`src/rtl/fweo_pkg.sv`:
```
// ----------------------------------------------------------------------------
// fweo_pkg: shared types and constants for the four-wheel encoder odometry
// Holds the sequencer states, the shared multiply/divide unit controls,
// register indexes, fixed-point constants and the CORDIC angle table.
// ----------------------------------------------------------------------------
package fweo_pkg;

    localparam int unsigned CFG_IDX_W = 2;
    localparam logic [CFG_IDX_W-1:0] CFG_MPC = 2'd0;
    localparam logic [CFG_IDX_W-1:0] CFG_TPM = 2'd1;

    localparam logic [31:0] MPC_RESET = 32'd2570450;
    localparam logic [31:0] TPM_RESET = 32'd2448298000;

    localparam logic signed [33:0] INV_GAIN = 34'sd652032874;
    localparam logic [31:0] QUARTER_TURN = 32'h4000_0000;
    localparam logic [31:0] US_PER_S_SCALE = 32'd15625;
    localparam logic [63:0] RATE_MAG_LIMIT = 64'h0004_0000_0000_0000;

    typedef enum logic [3:0] {
        S_IDLE,
        S_MUL_D,
        S_MUL_E,
        S_MUL_H,
        S_CORDIC,
        S_MUL_X,
        S_MUL_Y,
        S_MUL_SPD,
        S_DIV_SPD,
        S_MUL_TRN,
        S_DIV_TRN,
        S_OUT
    } state_t;

    typedef enum logic {
        OP_MUL,
        OP_DIV
    } mdu_op_t;

    typedef struct packed {
        logic    start;
        mdu_op_t op;
    } mdu_ctrl_t;

    typedef struct packed {
        logic busy;
        logic done;
    } mdu_stat_t;

    function automatic logic [31:0] atan_angle(input logic [4:0] idx);
        logic [31:0] a;
        unique case (idx)
            5'd0:  a = 32'h20000000;
            5'd1:  a = 32'h12E4051E;
            5'd2:  a = 32'h09FB385B;
            5'd3:  a = 32'h051111D4;
            5'd4:  a = 32'h028B0D43;
            5'd5:  a = 32'h0145D7E1;
            5'd6:  a = 32'h00A2F61E;
            5'd7:  a = 32'h00517C55;
            5'd8:  a = 32'h0028BE53;
            5'd9:  a = 32'h00145F2F;
            5'd10: a = 32'h000A2F98;
            5'd11: a = 32'h000517CC;
            5'd12: a = 32'h00028BE6;
            5'd13: a = 32'h000145F3;
            5'd14: a = 32'h0000A2F9;
            5'd15: a = 32'h0000517C;
            5'd16: a = 32'h000028BE;
            5'd17: a = 32'h0000145F;
            5'd18: a = 32'h00000A2F;
            5'd19: a = 32'h00000517;
            5'd20: a = 32'h0000028B;
            5'd21: a = 32'h00000145;
            5'd22: a = 32'h000000A2;
            5'd23: a = 32'h00000051;
            5'd24: a = 32'h00000028;
            5'd25: a = 32'h00000014;
            5'd26: a = 32'h0000000A;
            5'd27: a = 32'h00000005;
            5'd28: a = 32'h00000002;
            5'd29: a = 32'h00000001;
            default: a = 32'h00000000;
        endcase
        return a;
    endfunction

    // Saturated Q16.16 rate from a quotient, its sign and an overrange flag.
    function automatic logic [31:0] rate_sat(input logic neg, input logic big,
                                             input logic [63:0] quo);
        logic [63:0] lim;
        logic [63:0] q;
        lim = neg ? 64'h0000_0000_8000_0000 : 64'h0000_0000_7FFF_FFFF;
        q = big ? lim : quo;
        if (q > lim) begin
            q = lim;
        end
        return neg ? (32'd0 - q[31:0]) : q[31:0];
    endfunction

endpackage

```
`src/rtl/fweo_if.sv`:
```
// ----------------------------------------------------------------------------
// fweo_if: sample and result channels
// Valid/ready channels carrying the encoder sample and the odometry result.
// ----------------------------------------------------------------------------
interface fweo_in_if;
    logic               valid;
    logic               ready;
    logic signed [31:0] count_a;
    logic signed [31:0] count_b;
    logic signed [31:0] count_c;
    logic signed [31:0] count_d;
    logic        [19:0] elapsed_us;

    modport source (output valid, count_a, count_b, count_c, count_d, elapsed_us,
                    input ready);
    modport sink (input valid, count_a, count_b, count_c, count_d, elapsed_us,
                  output ready);
endinterface

interface fweo_out_if;
    logic               valid;
    logic               ready;
    logic signed [31:0] pos_x;
    logic signed [31:0] pos_y;
    logic        [31:0] heading;
    logic signed [31:0] speed;
    logic signed [31:0] turn_rate;
    logic               time_zero;

    modport source (output valid, pos_x, pos_y, heading, speed, turn_rate, time_zero,
                    input ready);
    modport sink (input valid, pos_x, pos_y, heading, speed, turn_rate, time_zero,
                  output ready);
endinterface

```
`src/rtl/fweo_mdu.sv`:
```
// ----------------------------------------------------------------------------
// fweo_mdu: shared iterative multiply/divide unit
// Shift-add multiply of 64 by 32 bits in 32 steps, restoring divide of
// 64 by 32 bits in 64 steps; the result is held after the done pulse.
// ----------------------------------------------------------------------------
module fweo_mdu (
    input  logic                 clk,
    input  logic                 rst_n,
    input  fweo_pkg::mdu_ctrl_t  ctrl,
    input  logic [63:0]          opa,
    input  logic [31:0]          opb,
    output fweo_pkg::mdu_stat_t  stat,
    output logic [95:0]          product
);

    logic                busy_reg, busy_next;
    logic                done_reg, done_next;
    logic [5:0]          cnt_reg, cnt_next;
    fweo_pkg::mdu_op_t   op_reg, op_next;
    logic [95:0]         a_reg, a_next;
    logic [31:0]         b_reg, b_next;
    logic [95:0]         acc_reg, acc_next;
    logic [32:0]         rem_reg, rem_next;
    logic [32:0]         rem_shift;
    logic                fits;

    always_comb
    begin
        busy_next = busy_reg;
        done_next = 1'b0;
        cnt_next  = cnt_reg;
        op_next   = op_reg;
        a_next    = a_reg;
        b_next    = b_reg;
        acc_next  = acc_reg;
        rem_next  = rem_reg;
        rem_shift = {rem_reg[31:0], a_reg[63]};
        fits      = rem_shift >= {1'b0, b_reg};
        if (ctrl.start)
        begin
            busy_next = 1'b1;
            op_next   = ctrl.op;
            a_next    = {32'd0, opa};
            b_next    = opb;
            acc_next  = '0;
            rem_next  = '0;
            cnt_next  = (ctrl.op == fweo_pkg::OP_MUL) ? 6'd31 : 6'd63;
        end
        else if (busy_reg)
        begin
            unique case (op_reg)
                fweo_pkg::OP_MUL:
                begin
                    if (b_reg[0])
                    begin
                        acc_next = acc_reg + a_reg;
                    end
                    a_next = {a_reg[94:0], 1'b0};
                    b_next = {1'b0, b_reg[31:1]};
                end
                fweo_pkg::OP_DIV:
                begin
                    rem_next = fits ? (rem_shift - {1'b0, b_reg}) : rem_shift;
                    a_next   = {32'd0, a_reg[62:0], fits};
                end
                default:
                begin
                    a_next = a_reg;
                end
            endcase
            cnt_next = cnt_reg - 6'd1;
            if (cnt_reg == 6'd0)
            begin
                busy_next = 1'b0;
                done_next = 1'b1;
            end
        end
    end

    always_ff @(posedge clk or negedge rst_n)
    begin
        if (!rst_n)
        begin
            busy_reg <= 1'b0;
            done_reg <= 1'b0;
            cnt_reg  <= '0;
            op_reg   <= fweo_pkg::OP_MUL;
        end
        else
        begin
            busy_reg <= busy_next;
            done_reg <= done_next;
            cnt_reg  <= cnt_next;
            op_reg   <= op_next;
        end
    end

    always_ff @(posedge clk)
    begin
        a_reg   <= a_next;
        b_reg   <= b_next;
        acc_reg <= acc_next;
        rem_reg <= rem_next;
    end

    assign stat.busy = busy_reg;
    assign stat.done = done_reg;
    assign product   = (op_reg == fweo_pkg::OP_MUL) ? acc_reg : {32'd0, a_reg[63:0]};

endmodule

```
`src/rtl/four_wheel_encoder_odometry.sv`:
```
// ----------------------------------------------------------------------------
// four_wheel_encoder_odometry: four-wheel encoder odometry
// Turns absolute wheel counts into pose, speed and turn rate using one
// shared multiply/divide unit and an iterative CORDIC under a sequencer.
// ----------------------------------------------------------------------------
// Each sample runs through seven multiplies and two divides on the shared unit,
// the CORDIC steps and the output step; a new sample is taken only in the idle
// state, once the previous one has left the output step. A stalled receiver
// holding the result register holds the sequencer in the output step.
// Reset clears pose, heading and previous counts and loads register defaults.
// ----------------------------------------------------------------------------
module four_wheel_encoder_odometry #(
    parameter int unsigned CORDIC_STEPS = 24
) (
    input  logic                           clk,
    input  logic                           rst_n,
    fweo_in_if.sink                        sample,
    fweo_out_if.source                     result,
    input  logic                           cfg_we,
    input  logic [fweo_pkg::CFG_IDX_W-1:0] cfg_index,
    input  logic [31:0]                    cfg_data
);

    localparam logic [4:0] LAST_STEP = 5'(CORDIC_STEPS - 1);

    fweo_pkg::state_t    state_reg, state_next;
    logic                started_reg, started_next;
    logic [4:0]          step_reg, step_next;
    logic [31:0]         mpc_reg, mpc_next;
    logic [31:0]         tpm_reg, tpm_next;
    logic [31:0]         prev_reg [4];
    logic [31:0]         prev_next [4];
    logic signed [31:0]  pos_x_reg, pos_x_next;
    logic signed [31:0]  pos_y_reg, pos_y_next;
    logic [31:0]         heading_reg, heading_next;
    logic                out_valid_reg, out_valid_next;

    logic [33:0]         smag_reg, smag_next;
    logic                sneg_reg, sneg_next;
    logic [33:0]         dmag_src_reg, dmag_src_next;
    logic                eneg_reg, eneg_next;
    logic [19:0]         us_reg, us_next;
    logic [63:0]         dmag_reg, dmag_next;
    logic [63:0]         emag_reg, emag_next;
    logic [63:0]         hmag_reg, hmag_next;
    logic signed [33:0]  cx_reg, cx_next;
    logic signed [33:0]  cy_reg, cy_next;
    logic signed [33:0]  cz_reg, cz_next;
    logic                flip_reg, flip_next;
    logic [63:0]         prod_reg, prod_next;
    logic [31:0]         speed_reg, speed_next;
    logic [31:0]         turn_reg, turn_next;
    logic [31:0]         o_x_reg, o_x_next;
    logic [31:0]         o_y_reg, o_y_next;
    logic [31:0]         o_hd_reg, o_hd_next;
    logic [31:0]         o_sp_reg, o_sp_next;
    logic [31:0]         o_tr_reg, o_tr_next;
    logic                o_tz_reg, o_tz_next;

    fweo_pkg::mdu_ctrl_t mdu_ctrl;
    fweo_pkg::mdu_stat_t mdu_stat;
    logic [63:0]         mdu_opa;
    logic [31:0]         mdu_opb;
    logic [95:0]         mdu_prod;

    logic signed [31:0]  d_a, d_b, d_c, d_d;
    logic signed [33:0]  sum4, diff2;
    logic [31:0]         fold_sum;
    logic                fold;
    logic [31:0]         fold_angle;
    logic signed [33:0]  xs, ys, atan_s;
    logic signed [33:0]  cos_s, sin_s, fac;
    logic [31:0]         fac_mag;
    logic                fac_neg;
    logic [49:0]         travel;
    logic signed [50:0]  pos_old, pos_sum;
    logic signed [31:0]  pos_sat;
    logic                out_free;

    fweo_mdu u_mdu (
        .clk     (clk),
        .rst_n   (rst_n),
        .ctrl    (mdu_ctrl),
        .opa     (mdu_opa),
        .opb     (mdu_opb),
        .stat    (mdu_stat),
        .product (mdu_prod)
    );

    assign sample.ready = (state_reg == fweo_pkg::S_IDLE);
    assign out_free     = !out_valid_reg || result.ready;

    always_comb
    begin
        d_a = sample.count_a - prev_reg[0];
        d_b = sample.count_b - prev_reg[1];
        d_c = sample.count_c - prev_reg[2];
        d_d = sample.count_d - prev_reg[3];
        sum4  = 34'(d_a) + 34'(d_b) + 34'(d_c) + 34'(d_d);
        diff2 = (34'(d_a) + 34'(d_d)) - (34'(d_b) + 34'(d_c));

        fold_sum   = heading_reg + fweo_pkg::QUARTER_TURN;
        fold       = fold_sum[31];
        fold_angle = heading_reg ^ {fold, 31'd0};

        xs     = cx_reg >>> step_reg;
        ys     = cy_reg >>> step_reg;
        atan_s = signed'({2'b00, fweo_pkg::atan_angle(step_reg)});

        cos_s   = flip_reg ? -cx_reg : cx_reg;
        sin_s   = flip_reg ? -cy_reg : cy_reg;
        fac     = (state_reg == fweo_pkg::S_MUL_Y) ? sin_s : cos_s;
        fac_neg = fac[33];
        fac_mag = fac_neg ? 32'(-fac) : 32'(fac);

        travel  = mdu_prod[95:46];
        pos_old = (state_reg == fweo_pkg::S_MUL_Y) ? 51'(pos_y_reg) : 51'(pos_x_reg);
        pos_sum = (sneg_reg != fac_neg) ? (pos_old - signed'({1'b0, travel}))
                                        : (pos_old + signed'({1'b0, travel}));
        if (pos_sum > 51'sd2147483647)
        begin
            pos_sat = 32'sh7FFF_FFFF;
        end
        else if (pos_sum < -51'sd2147483648)
        begin
            pos_sat = 32'sh8000_0000;
        end
        else
        begin
            pos_sat = 32'(pos_sum);
        end
    end

    always_comb
    begin
        state_next     = state_reg;
        started_next   = started_reg;
        step_next      = step_reg;
        mpc_next       = mpc_reg;
        tpm_next       = tpm_reg;
        prev_next      = prev_reg;
        pos_x_next     = pos_x_reg;
        pos_y_next     = pos_y_reg;
        heading_next   = heading_reg;
        out_valid_next = out_valid_reg;
        smag_next      = smag_reg;
        sneg_next      = sneg_reg;
        dmag_src_next  = dmag_src_reg;
        eneg_next      = eneg_reg;
        us_next        = us_reg;
        dmag_next      = dmag_reg;
        emag_next      = emag_reg;
        hmag_next      = hmag_reg;
        cx_next        = cx_reg;
        cy_next        = cy_reg;
        cz_next        = cz_reg;
        flip_next      = flip_reg;
        prod_next      = prod_reg;
        speed_next     = speed_reg;
        turn_next      = turn_reg;
        o_x_next       = o_x_reg;
        o_y_next       = o_y_reg;
        o_hd_next      = o_hd_reg;
        o_sp_next      = o_sp_reg;
        o_tr_next      = o_tr_reg;
        o_tz_next      = o_tz_reg;
        mdu_ctrl.start = 1'b0;
        mdu_ctrl.op    = fweo_pkg::OP_MUL;
        mdu_opa        = dmag_reg;
        mdu_opb        = mpc_reg;

        if (cfg_we)
        begin
            unique case (cfg_index)
                fweo_pkg::CFG_MPC: mpc_next = cfg_data;
                fweo_pkg::CFG_TPM: tpm_next = cfg_data;
                default: mpc_next = mpc_reg;
            endcase
        end

        if (result.valid && result.ready)
        begin
            out_valid_next = 1'b0;
        end

        unique case (state_reg)
            fweo_pkg::S_IDLE:
            begin
                if (sample.valid)
                begin
                    prev_next[0]  = sample.count_a;
                    prev_next[1]  = sample.count_b;
                    prev_next[2]  = sample.count_c;
                    prev_next[3]  = sample.count_d;
                    sneg_next     = sum4[33];
                    smag_next     = sum4[33] ? 34'(-sum4) : 34'(sum4);
                    eneg_next     = diff2[33];
                    dmag_src_next = diff2[33] ? 34'(-diff2) : 34'(diff2);
                    us_next       = sample.elapsed_us;
                    started_next  = 1'b0;
                    state_next    = fweo_pkg::S_MUL_D;
                end
            end
            fweo_pkg::S_MUL_D:
            begin
                mdu_opa = {30'd0, smag_reg};
                mdu_opb = mpc_reg;
                if (mdu_stat.done)
                begin
                    dmag_next  = mdu_prod[65:2];
                    state_next = fweo_pkg::S_MUL_E;
                end
            end
            fweo_pkg::S_MUL_E:
            begin
                mdu_opa = {30'd0, dmag_src_reg};
                mdu_opb = mpc_reg;
                if (mdu_stat.done)
                begin
                    emag_next  = mdu_prod[64:1];
                    state_next = fweo_pkg::S_MUL_H;
                end
            end
            fweo_pkg::S_MUL_H:
            begin
                mdu_opa = emag_reg;
                mdu_opb = tpm_reg;
                if (mdu_stat.done)
                begin
                    hmag_next  = mdu_prod[95:32];
                    flip_next  = fold;
                    cx_next    = fweo_pkg::INV_GAIN;
                    cy_next    = '0;
                    cz_next    = 34'(signed'(fold_angle));
                    step_next  = '0;
                    state_next = fweo_pkg::S_CORDIC;
                end
            end
            fweo_pkg::S_CORDIC:
            begin
                if (!cz_reg[33])
                begin
                    cx_next = cx_reg - ys;
                    cy_next = cy_reg + xs;
                    cz_next = cz_reg - atan_s;
                end
                else
                begin
                    cx_next = cx_reg + ys;
                    cy_next = cy_reg - xs;
                    cz_next = cz_reg + atan_s;
                end
                step_next = step_reg + 5'd1;
                if (step_reg == LAST_STEP)
                begin
                    state_next = fweo_pkg::S_MUL_X;
                end
            end
            fweo_pkg::S_MUL_X:
            begin
                mdu_opa = dmag_reg;
                mdu_opb = fac_mag;
                if (mdu_stat.done)
                begin
                    pos_x_next = pos_sat;
                    state_next = fweo_pkg::S_MUL_Y;
                end
            end
            fweo_pkg::S_MUL_Y:
            begin
                mdu_opa = dmag_reg;
                mdu_opb = fac_mag;
                if (mdu_stat.done)
                begin
                    pos_y_next = pos_sat;
                    state_next = fweo_pkg::S_MUL_SPD;
                end
            end
            fweo_pkg::S_MUL_SPD:
            begin
                mdu_opa = dmag_reg;
                mdu_opb = fweo_pkg::US_PER_S_SCALE;
                if (mdu_stat.done)
                begin
                    prod_next  = mdu_prod[63:0];
                    state_next = fweo_pkg::S_DIV_SPD;
                end
            end
            fweo_pkg::S_DIV_SPD:
            begin
                mdu_ctrl.op = fweo_pkg::OP_DIV;
                mdu_opa     = prod_reg;
                mdu_opb     = {2'b00, us_reg, 10'd0};
                if (mdu_stat.done)
                begin
                    speed_next = fweo_pkg::rate_sat(sneg_reg && (dmag_reg != 64'd0),
                                                    dmag_reg >= fweo_pkg::RATE_MAG_LIMIT,
                                                    mdu_prod[63:0]);
                    state_next = fweo_pkg::S_MUL_TRN;
                end
            end
            fweo_pkg::S_MUL_TRN:
            begin
                mdu_opa = hmag_reg;
                mdu_opb = fweo_pkg::US_PER_S_SCALE;
                if (mdu_stat.done)
                begin
                    prod_next  = mdu_prod[63:0];
                    state_next = fweo_pkg::S_DIV_TRN;
                end
            end
            fweo_pkg::S_DIV_TRN:
            begin
                mdu_ctrl.op = fweo_pkg::OP_DIV;
                mdu_opa     = prod_reg;
                mdu_opb     = {2'b00, us_reg, 10'd0};
                if (mdu_stat.done)
                begin
                    turn_next  = fweo_pkg::rate_sat(eneg_reg && (hmag_reg != 64'd0),
                                                    hmag_reg >= fweo_pkg::RATE_MAG_LIMIT,
                                                    mdu_prod[63:0]);
                    state_next = fweo_pkg::S_OUT;
                end
            end
            fweo_pkg::S_OUT:
            begin
                if (out_free)
                begin
                    heading_next   = eneg_reg ? (heading_reg - hmag_reg[31:0])
                                              : (heading_reg + hmag_reg[31:0]);
                    o_x_next       = pos_x_reg;
                    o_y_next       = pos_y_reg;
                    o_hd_next      = heading_next;
                    o_tz_next      = (us_reg == 20'd0);
                    o_sp_next      = (us_reg == 20'd0) ? 32'd0 : speed_reg;
                    o_tr_next      = (us_reg == 20'd0) ? 32'd0 : turn_reg;
                    out_valid_next = 1'b1;
                    state_next     = fweo_pkg::S_IDLE;
                end
            end
            default:
            begin
                state_next = fweo_pkg::S_IDLE;
            end
        endcase

        // The shared unit is started once on entry to each of its states.
        if (state_reg inside {fweo_pkg::S_MUL_D, fweo_pkg::S_MUL_E, fweo_pkg::S_MUL_H,
                              fweo_pkg::S_MUL_X, fweo_pkg::S_MUL_Y, fweo_pkg::S_MUL_SPD,
                              fweo_pkg::S_DIV_SPD, fweo_pkg::S_MUL_TRN,
                              fweo_pkg::S_DIV_TRN})
        begin
            if (!started_reg)
            begin
                mdu_ctrl.start = 1'b1;
                started_next   = 1'b1;
            end
            else if (mdu_stat.done)
            begin
                started_next = 1'b0;
            end
        end
    end

    always_ff @(posedge clk or negedge rst_n)
    begin
        if (!rst_n)
        begin
            state_reg     <= fweo_pkg::S_IDLE;
            started_reg   <= 1'b0;
            step_reg      <= '0;
            mpc_reg       <= fweo_pkg::MPC_RESET;
            tpm_reg       <= fweo_pkg::TPM_RESET;
            prev_reg      <= '{default: '0};
            pos_x_reg     <= '0;
            pos_y_reg     <= '0;
            heading_reg   <= '0;
            out_valid_reg <= 1'b0;
        end
        else
        begin
            state_reg     <= state_next;
            started_reg   <= started_next;
            step_reg      <= step_next;
            mpc_reg       <= mpc_next;
            tpm_reg       <= tpm_next;
            prev_reg      <= prev_next;
            pos_x_reg     <= pos_x_next;
            pos_y_reg     <= pos_y_next;
            heading_reg   <= heading_next;
            out_valid_reg <= out_valid_next;
        end
    end

    always_ff @(posedge clk)
    begin
        smag_reg     <= smag_next;
        sneg_reg     <= sneg_next;
        dmag_src_reg <= dmag_src_next;
        eneg_reg     <= eneg_next;
        us_reg       <= us_next;
        dmag_reg     <= dmag_next;
        emag_reg     <= emag_next;
        hmag_reg     <= hmag_next;
        cx_reg       <= cx_next;
        cy_reg       <= cy_next;
        cz_reg       <= cz_next;
        flip_reg     <= flip_next;
        prod_reg     <= prod_next;
        speed_reg    <= speed_next;
        turn_reg     <= turn_next;
        o_x_reg      <= o_x_next;
        o_y_reg      <= o_y_next;
        o_hd_reg     <= o_hd_next;
        o_sp_reg     <= o_sp_next;
        o_tr_reg     <= o_tr_next;
        o_tz_reg     <= o_tz_next;
    end

    assign result.valid     = out_valid_reg;
    assign result.pos_x     = o_x_reg;
    assign result.pos_y     = o_y_reg;
    assign result.heading   = o_hd_reg;
    assign result.speed     = o_sp_reg;
    assign result.turn_rate = o_tr_reg;
    assign result.time_zero = o_tz_reg;

    a_mdu_start_idle: assert property (@(posedge clk) disable iff (!rst_n)
        mdu_ctrl.start |-> !mdu_stat.busy)
        else $error("shared unit started while busy");

    a_transfer_starts_seq: assert property (@(posedge clk) disable iff (!rst_n)
        (sample.valid && sample.ready) |=> (state_reg == fweo_pkg::S_MUL_D))
        else $error("sample transfer did not start the sequence");

    a_time_zero_rates: assert property (@(posedge clk) disable iff (!rst_n)
        (result.valid && result.time_zero) |-> (result.speed == 32'sd0 &&
                                                 result.turn_rate == 32'sd0))
        else $error("nonzero rate with zero elapsed time");

    a_result_from_out: assert property (@(posedge clk) disable iff (!rst_n)
        $rose(result.valid) |-> $past(state_reg == fweo_pkg::S_OUT))
        else $error("result appeared outside the output step");

endmodule
```
`src/flat_wrapper.sv`:
```
// flat-port wrapper written by rule: the top's interface ports become plain ports
module four_wheel_encoder_odometry_flat 
#(
    parameter int unsigned CORDIC_STEPS = 24
)
  (clk, rst_n, cfg_we, cfg_index, cfg_data, sample_valid, sample_count_a, sample_count_b, sample_count_c, sample_count_d, sample_elapsed_us, sample_ready, result_valid, result_pos_x, result_pos_y, result_heading, result_speed, result_turn_rate, result_time_zero, result_ready);
  fweo_in_if sample_i ();
  fweo_out_if result_i ();
  input  logic clk;
  input  logic rst_n;
  input  logic cfg_we;
  input  logic [fweo_pkg::CFG_IDX_W-1:0] cfg_index;
  input  logic [31:0] cfg_data;
  input wire logic [$bits(sample_i.valid)-1:0] sample_valid;
  input wire logic [$bits(sample_i.count_a)-1:0] sample_count_a;
  input wire logic [$bits(sample_i.count_b)-1:0] sample_count_b;
  input wire logic [$bits(sample_i.count_c)-1:0] sample_count_c;
  input wire logic [$bits(sample_i.count_d)-1:0] sample_count_d;
  input wire logic [$bits(sample_i.elapsed_us)-1:0] sample_elapsed_us;
  output wire logic [$bits(sample_i.ready)-1:0] sample_ready;
  output wire logic [$bits(result_i.valid)-1:0] result_valid;
  output wire logic [$bits(result_i.pos_x)-1:0] result_pos_x;
  output wire logic [$bits(result_i.pos_y)-1:0] result_pos_y;
  output wire logic [$bits(result_i.heading)-1:0] result_heading;
  output wire logic [$bits(result_i.speed)-1:0] result_speed;
  output wire logic [$bits(result_i.turn_rate)-1:0] result_turn_rate;
  output wire logic [$bits(result_i.time_zero)-1:0] result_time_zero;
  input wire logic [$bits(result_i.ready)-1:0] result_ready;
  assign sample_i.valid = sample_valid;
  assign sample_i.count_a = sample_count_a;
  assign sample_i.count_b = sample_count_b;
  assign sample_i.count_c = sample_count_c;
  assign sample_i.count_d = sample_count_d;
  assign sample_i.elapsed_us = sample_elapsed_us;
  assign sample_ready = sample_i.ready;
  assign result_valid = result_i.valid;
  assign result_pos_x = result_i.pos_x;
  assign result_pos_y = result_i.pos_y;
  assign result_heading = result_i.heading;
  assign result_speed = result_i.speed;
  assign result_turn_rate = result_i.turn_rate;
  assign result_time_zero = result_i.time_zero;
  assign result_i.ready = result_ready;
  four_wheel_encoder_odometry #(.CORDIC_STEPS(CORDIC_STEPS)) u_core (.clk(clk), .rst_n(rst_n), .sample(sample_i), .result(result_i), .cfg_we(cfg_we), .cfg_index(cfg_index), .cfg_data(cfg_data));
endmodule
```
`config.mk`:
```
export PLATFORM = sky130hd
export DESIGN_NAME = four_wheel_encoder_odometry_flat
export DESIGN_NICKNAME = d
export VERILOG_FILES = /design/src/rtl/fweo_pkg.sv /design/src/rtl/fweo_if.sv /design/src/rtl/fweo_mdu.sv /design/src/rtl/four_wheel_encoder_odometry.sv /design/src/flat_wrapper.sv
export SDC_FILE = /design/constraint.sdc
export NUM_CORES = 2
export LEC_CHECK = 0
export BUFFER_PORTS_ARGS = -buffer_cell sky130_fd_sc_hd__buf_2
export CORE_MARGIN = 3
export CORE_UTILIZATION = 70
export CTS_BUF_LIST = sky130_fd_sc_hd__clkbuf_2
export CTS_CLUSTER_DIAMETER = 120
export CTS_CLUSTER_SIZE = 14
export DETAILED_ROUTE_END_ITERATION = 16
export HOLD_SLACK_MARGIN = 0.15
export MAX_ROUTING_LAYER = met4
export PLACE_DENSITY = 0.89
export RECOVER_POWER = 100
export SETUP_SLACK_MARGIN = 0.2
export SYNTH_ARGS = -nofsm -noshare
export SYNTH_HDL_FRONTEND = slang
export SYNTH_HIERARCHICAL = 1
export SYNTH_SLANG_ARGS = --single-unit
```
`constraint.sdc`:
```
create_clock -name clk -period 22.9 [get_ports clk]
set_input_delay 3.435 -clock clk [delete_from_list [all_inputs] [get_ports clk]]
set_output_delay 3.435 -clock clk [all_outputs]
set_load 0.02 [all_outputs]
```
==> out/qor.yml <==
status:
  status: "finished with violations"
  violations: "max-capacitance violations, max-slew violations"
placed_design:
  dp_hpwl_um: 214000
  pre_cts_ws_ns: 11.47
  gp_congestion: 1.03
  portBuffers: 349
sta:
  whs_ns: 0.471
  max_freq_mhz: 69.2
  setup_viol: 0
  period_needed_ns: 14.45
  hold_viol: 0
  rsz0062_at_grt: "false"
  setup_ws_ns: 8.45
  worst_slew_pin_slew_ns: 7.35
  period_share_pct: 63.1
  slew_headroom_pct: -390
  drv_slew: 2455
  setup_tns_ns: 0
  finalClockSkew_ns: 0.227
hold_path:
  min_path_cells: 1
  holdCritPathClass: "reg2reg"
  worstHoldStart: "u_core/u_mdu/a_reg[64]"
  min_to: "u_core/u_mdu/a_reg[65]"
detailed_routing:
  drt-pass1-iter-count: 10
  drt_wl_total_um: 283000
  via_per_inst: 6.80
  drtAntennaViolNets: 0
  detailedRoute.firstIterationViolations: 10496
  remaining_drc_errors: 0
  vias: 80836
  wire_per_inst_um: 23.8
clock_network:
  cts_tree: "done"
  clock-root-buffer: "clkbuf_2"
  cts_buffers: 99
  cts.repair.resized: 0
  clock_latency_ns: 1.72
  clock-sinks: 1238
  hold_buffers: 0
  clk_pin_slew_ns: 0.37
  cts_max_level: 3
  clock_tree.buffer_depth: 3
  post-cts-setup-buffer-count: 0
synthesis:
  ys_warn_count: 6
  avgSynthCellArea_um2: 9.28
  syn_inst: 9958
  syn-num-nets: 10867
  synthesis.area_um2: 92400
floorplanning:
  ioPinCount: 350
  die_y_um: 369
  core-area_um2: 130000
  rows: 132
  die_w_um: 369
  initial_core_util_pct: 70.9
  dieArea_um2: 136000
final_layout:
  largest_reg_flops: 128
  nets: 10947
  syn2layout_area_growth_pct: 3.73
  nFillCells: 9735
  final_util_pct: 73.6
  drive_gt1_share_pct: 8.38
grt:
  grt.total_usage_pct: 41.3
  grt_pass1_wl_um: 433000
  antenna_found_initial: 18
  grt_pass1_vias: 76653
  overflow: 0
  grt_max_degree: 136
pwr:
  power_frac_clock_pct: 21.3
  p_leak_uw: 0.0386
  switching_share_pct: 31.7
  internal_power_uw: 3130
  power_density_nw_per_um2: 47.7
  vdd.ir_drop.worst_v: 0.0000522
  sequentialPowerShare_pct: 53.8
  p_comb_share_pct: 24.9
  p_sw_uw: 1450
flow_run:
  cap_violations: 43
setup_path:
  end_kind: "register"
  arrival_ns: 16.02
  ff2ff_path_depth: 13
  path_class: "reg2reg"
  critPathMaxFanout: 135
  startpoint_type: "register"
  crit_required_ns: 24.46
  r2r_end: "u_core/u_mdu/acc_reg[92]"
  rrSetupSlack_ns: 8.45
  r2r-start: "u_core/state_reg[0]"
-- power by group through the flow --
| stage | sequential [uW] | combinational [uW] | clock, uW |
|---|---|---|---|
| after floorplan | 2500 | 842 | 0 |
| after global placement | 2500 | 1050 | 0 |
| after detailed placement | 2510 | 1110 | 0 |
| after CTS | 2460 | 1120 | 982 |
| after global routing | 2460 | 1250 | 1060 |
| final | 2460 | 1140 | 975 |
-- how the worst max path moves through the flow --
| stage | from | to | slack [ns] |
|---|---|---|---|
| floorplan | sample_count_b[0] | u_core/dmag_src_reg[32] | 12.84 |
| global placement | sample_count_a[0] | u_core/dmag_src_reg[18] | 11.78 |
| detailed placement | sample_count_c[0] | u_core/dmag_src_reg[30] | 11.47 |
| CTS | sample_count_c[0] | u_core/dmag_src_reg[15] | 13.15 |
| global route | rst_n | u_core/prev_reg[124] | 7.27 |
| finish | u_core/state_reg[0] | u_core/u_mdu/acc_reg[92] | 8.45 |
-- cell type report --
cell class | instances | area [um2] | area share [%]
Antenna cell | 23 | 57.6 | 0.0600
Clock buffer | 180 | 901 | 0.939
Clock inverter | 7 | 82.6 | 0.0861
Inverter | 594 | 2230 | 2.33
Multi-Input combinational cell | 7667 | 54300 | 56.7
Sequential cell | 1238 | 34100 | 35.5
Tap cell | 1742 | 2180 | 2.27
Timing Repair Buffer | 438 | 2040 | 2.13
-- layout by cell type, fill, tap and decap left out, types with 197 or more instances in the layout --
cell type	n
xnor2_1	455
nor2_1	673
a21o_1	262
xor2_1	294
dfrtp_1	283
a21oi_1	772
o21ai_0	730
nand3_1	197
edfxtp_1	770
nand2_1	1087
inv_1	585
ha_1	581
clkbuf_1	212
-- critical path: stages, from the launching register on --
cell and delay, ns:
dfrtp_1 0.70, nand2_1 0.29, inv_1 0.12, o21ai_0 0.40, o31ai_1 0.24, nor2_4 0.11, clkbuf_1 2.47, clkbuf_1 5.32
inv_1 2.18, nand2_2 0.36, clkbuf_1 1.63, nor2_1 0.09, a221oi_1 0.34, nand3_1 0.11
-- stage by stage --
stage,power (uW),std cells,area (um2)
5_1_grt,4770,11885,95900
2_1_floorplan,3340,9958,92400
3_5_place_dp,3620,11679,95300
4_1_cts,4560,11866,96300
3_3_place_gp,3560,11679,95300
6_report,4570,11889,95900
-- routing by layer --
metal	part of all wire, %	global-route usage [%]
met5	0	-
met3	11	7.44
met2	45	62.7
met4	5.0	17.5
met1	40	54.9
Note: power is estimated with default switching activity, not from simulation.
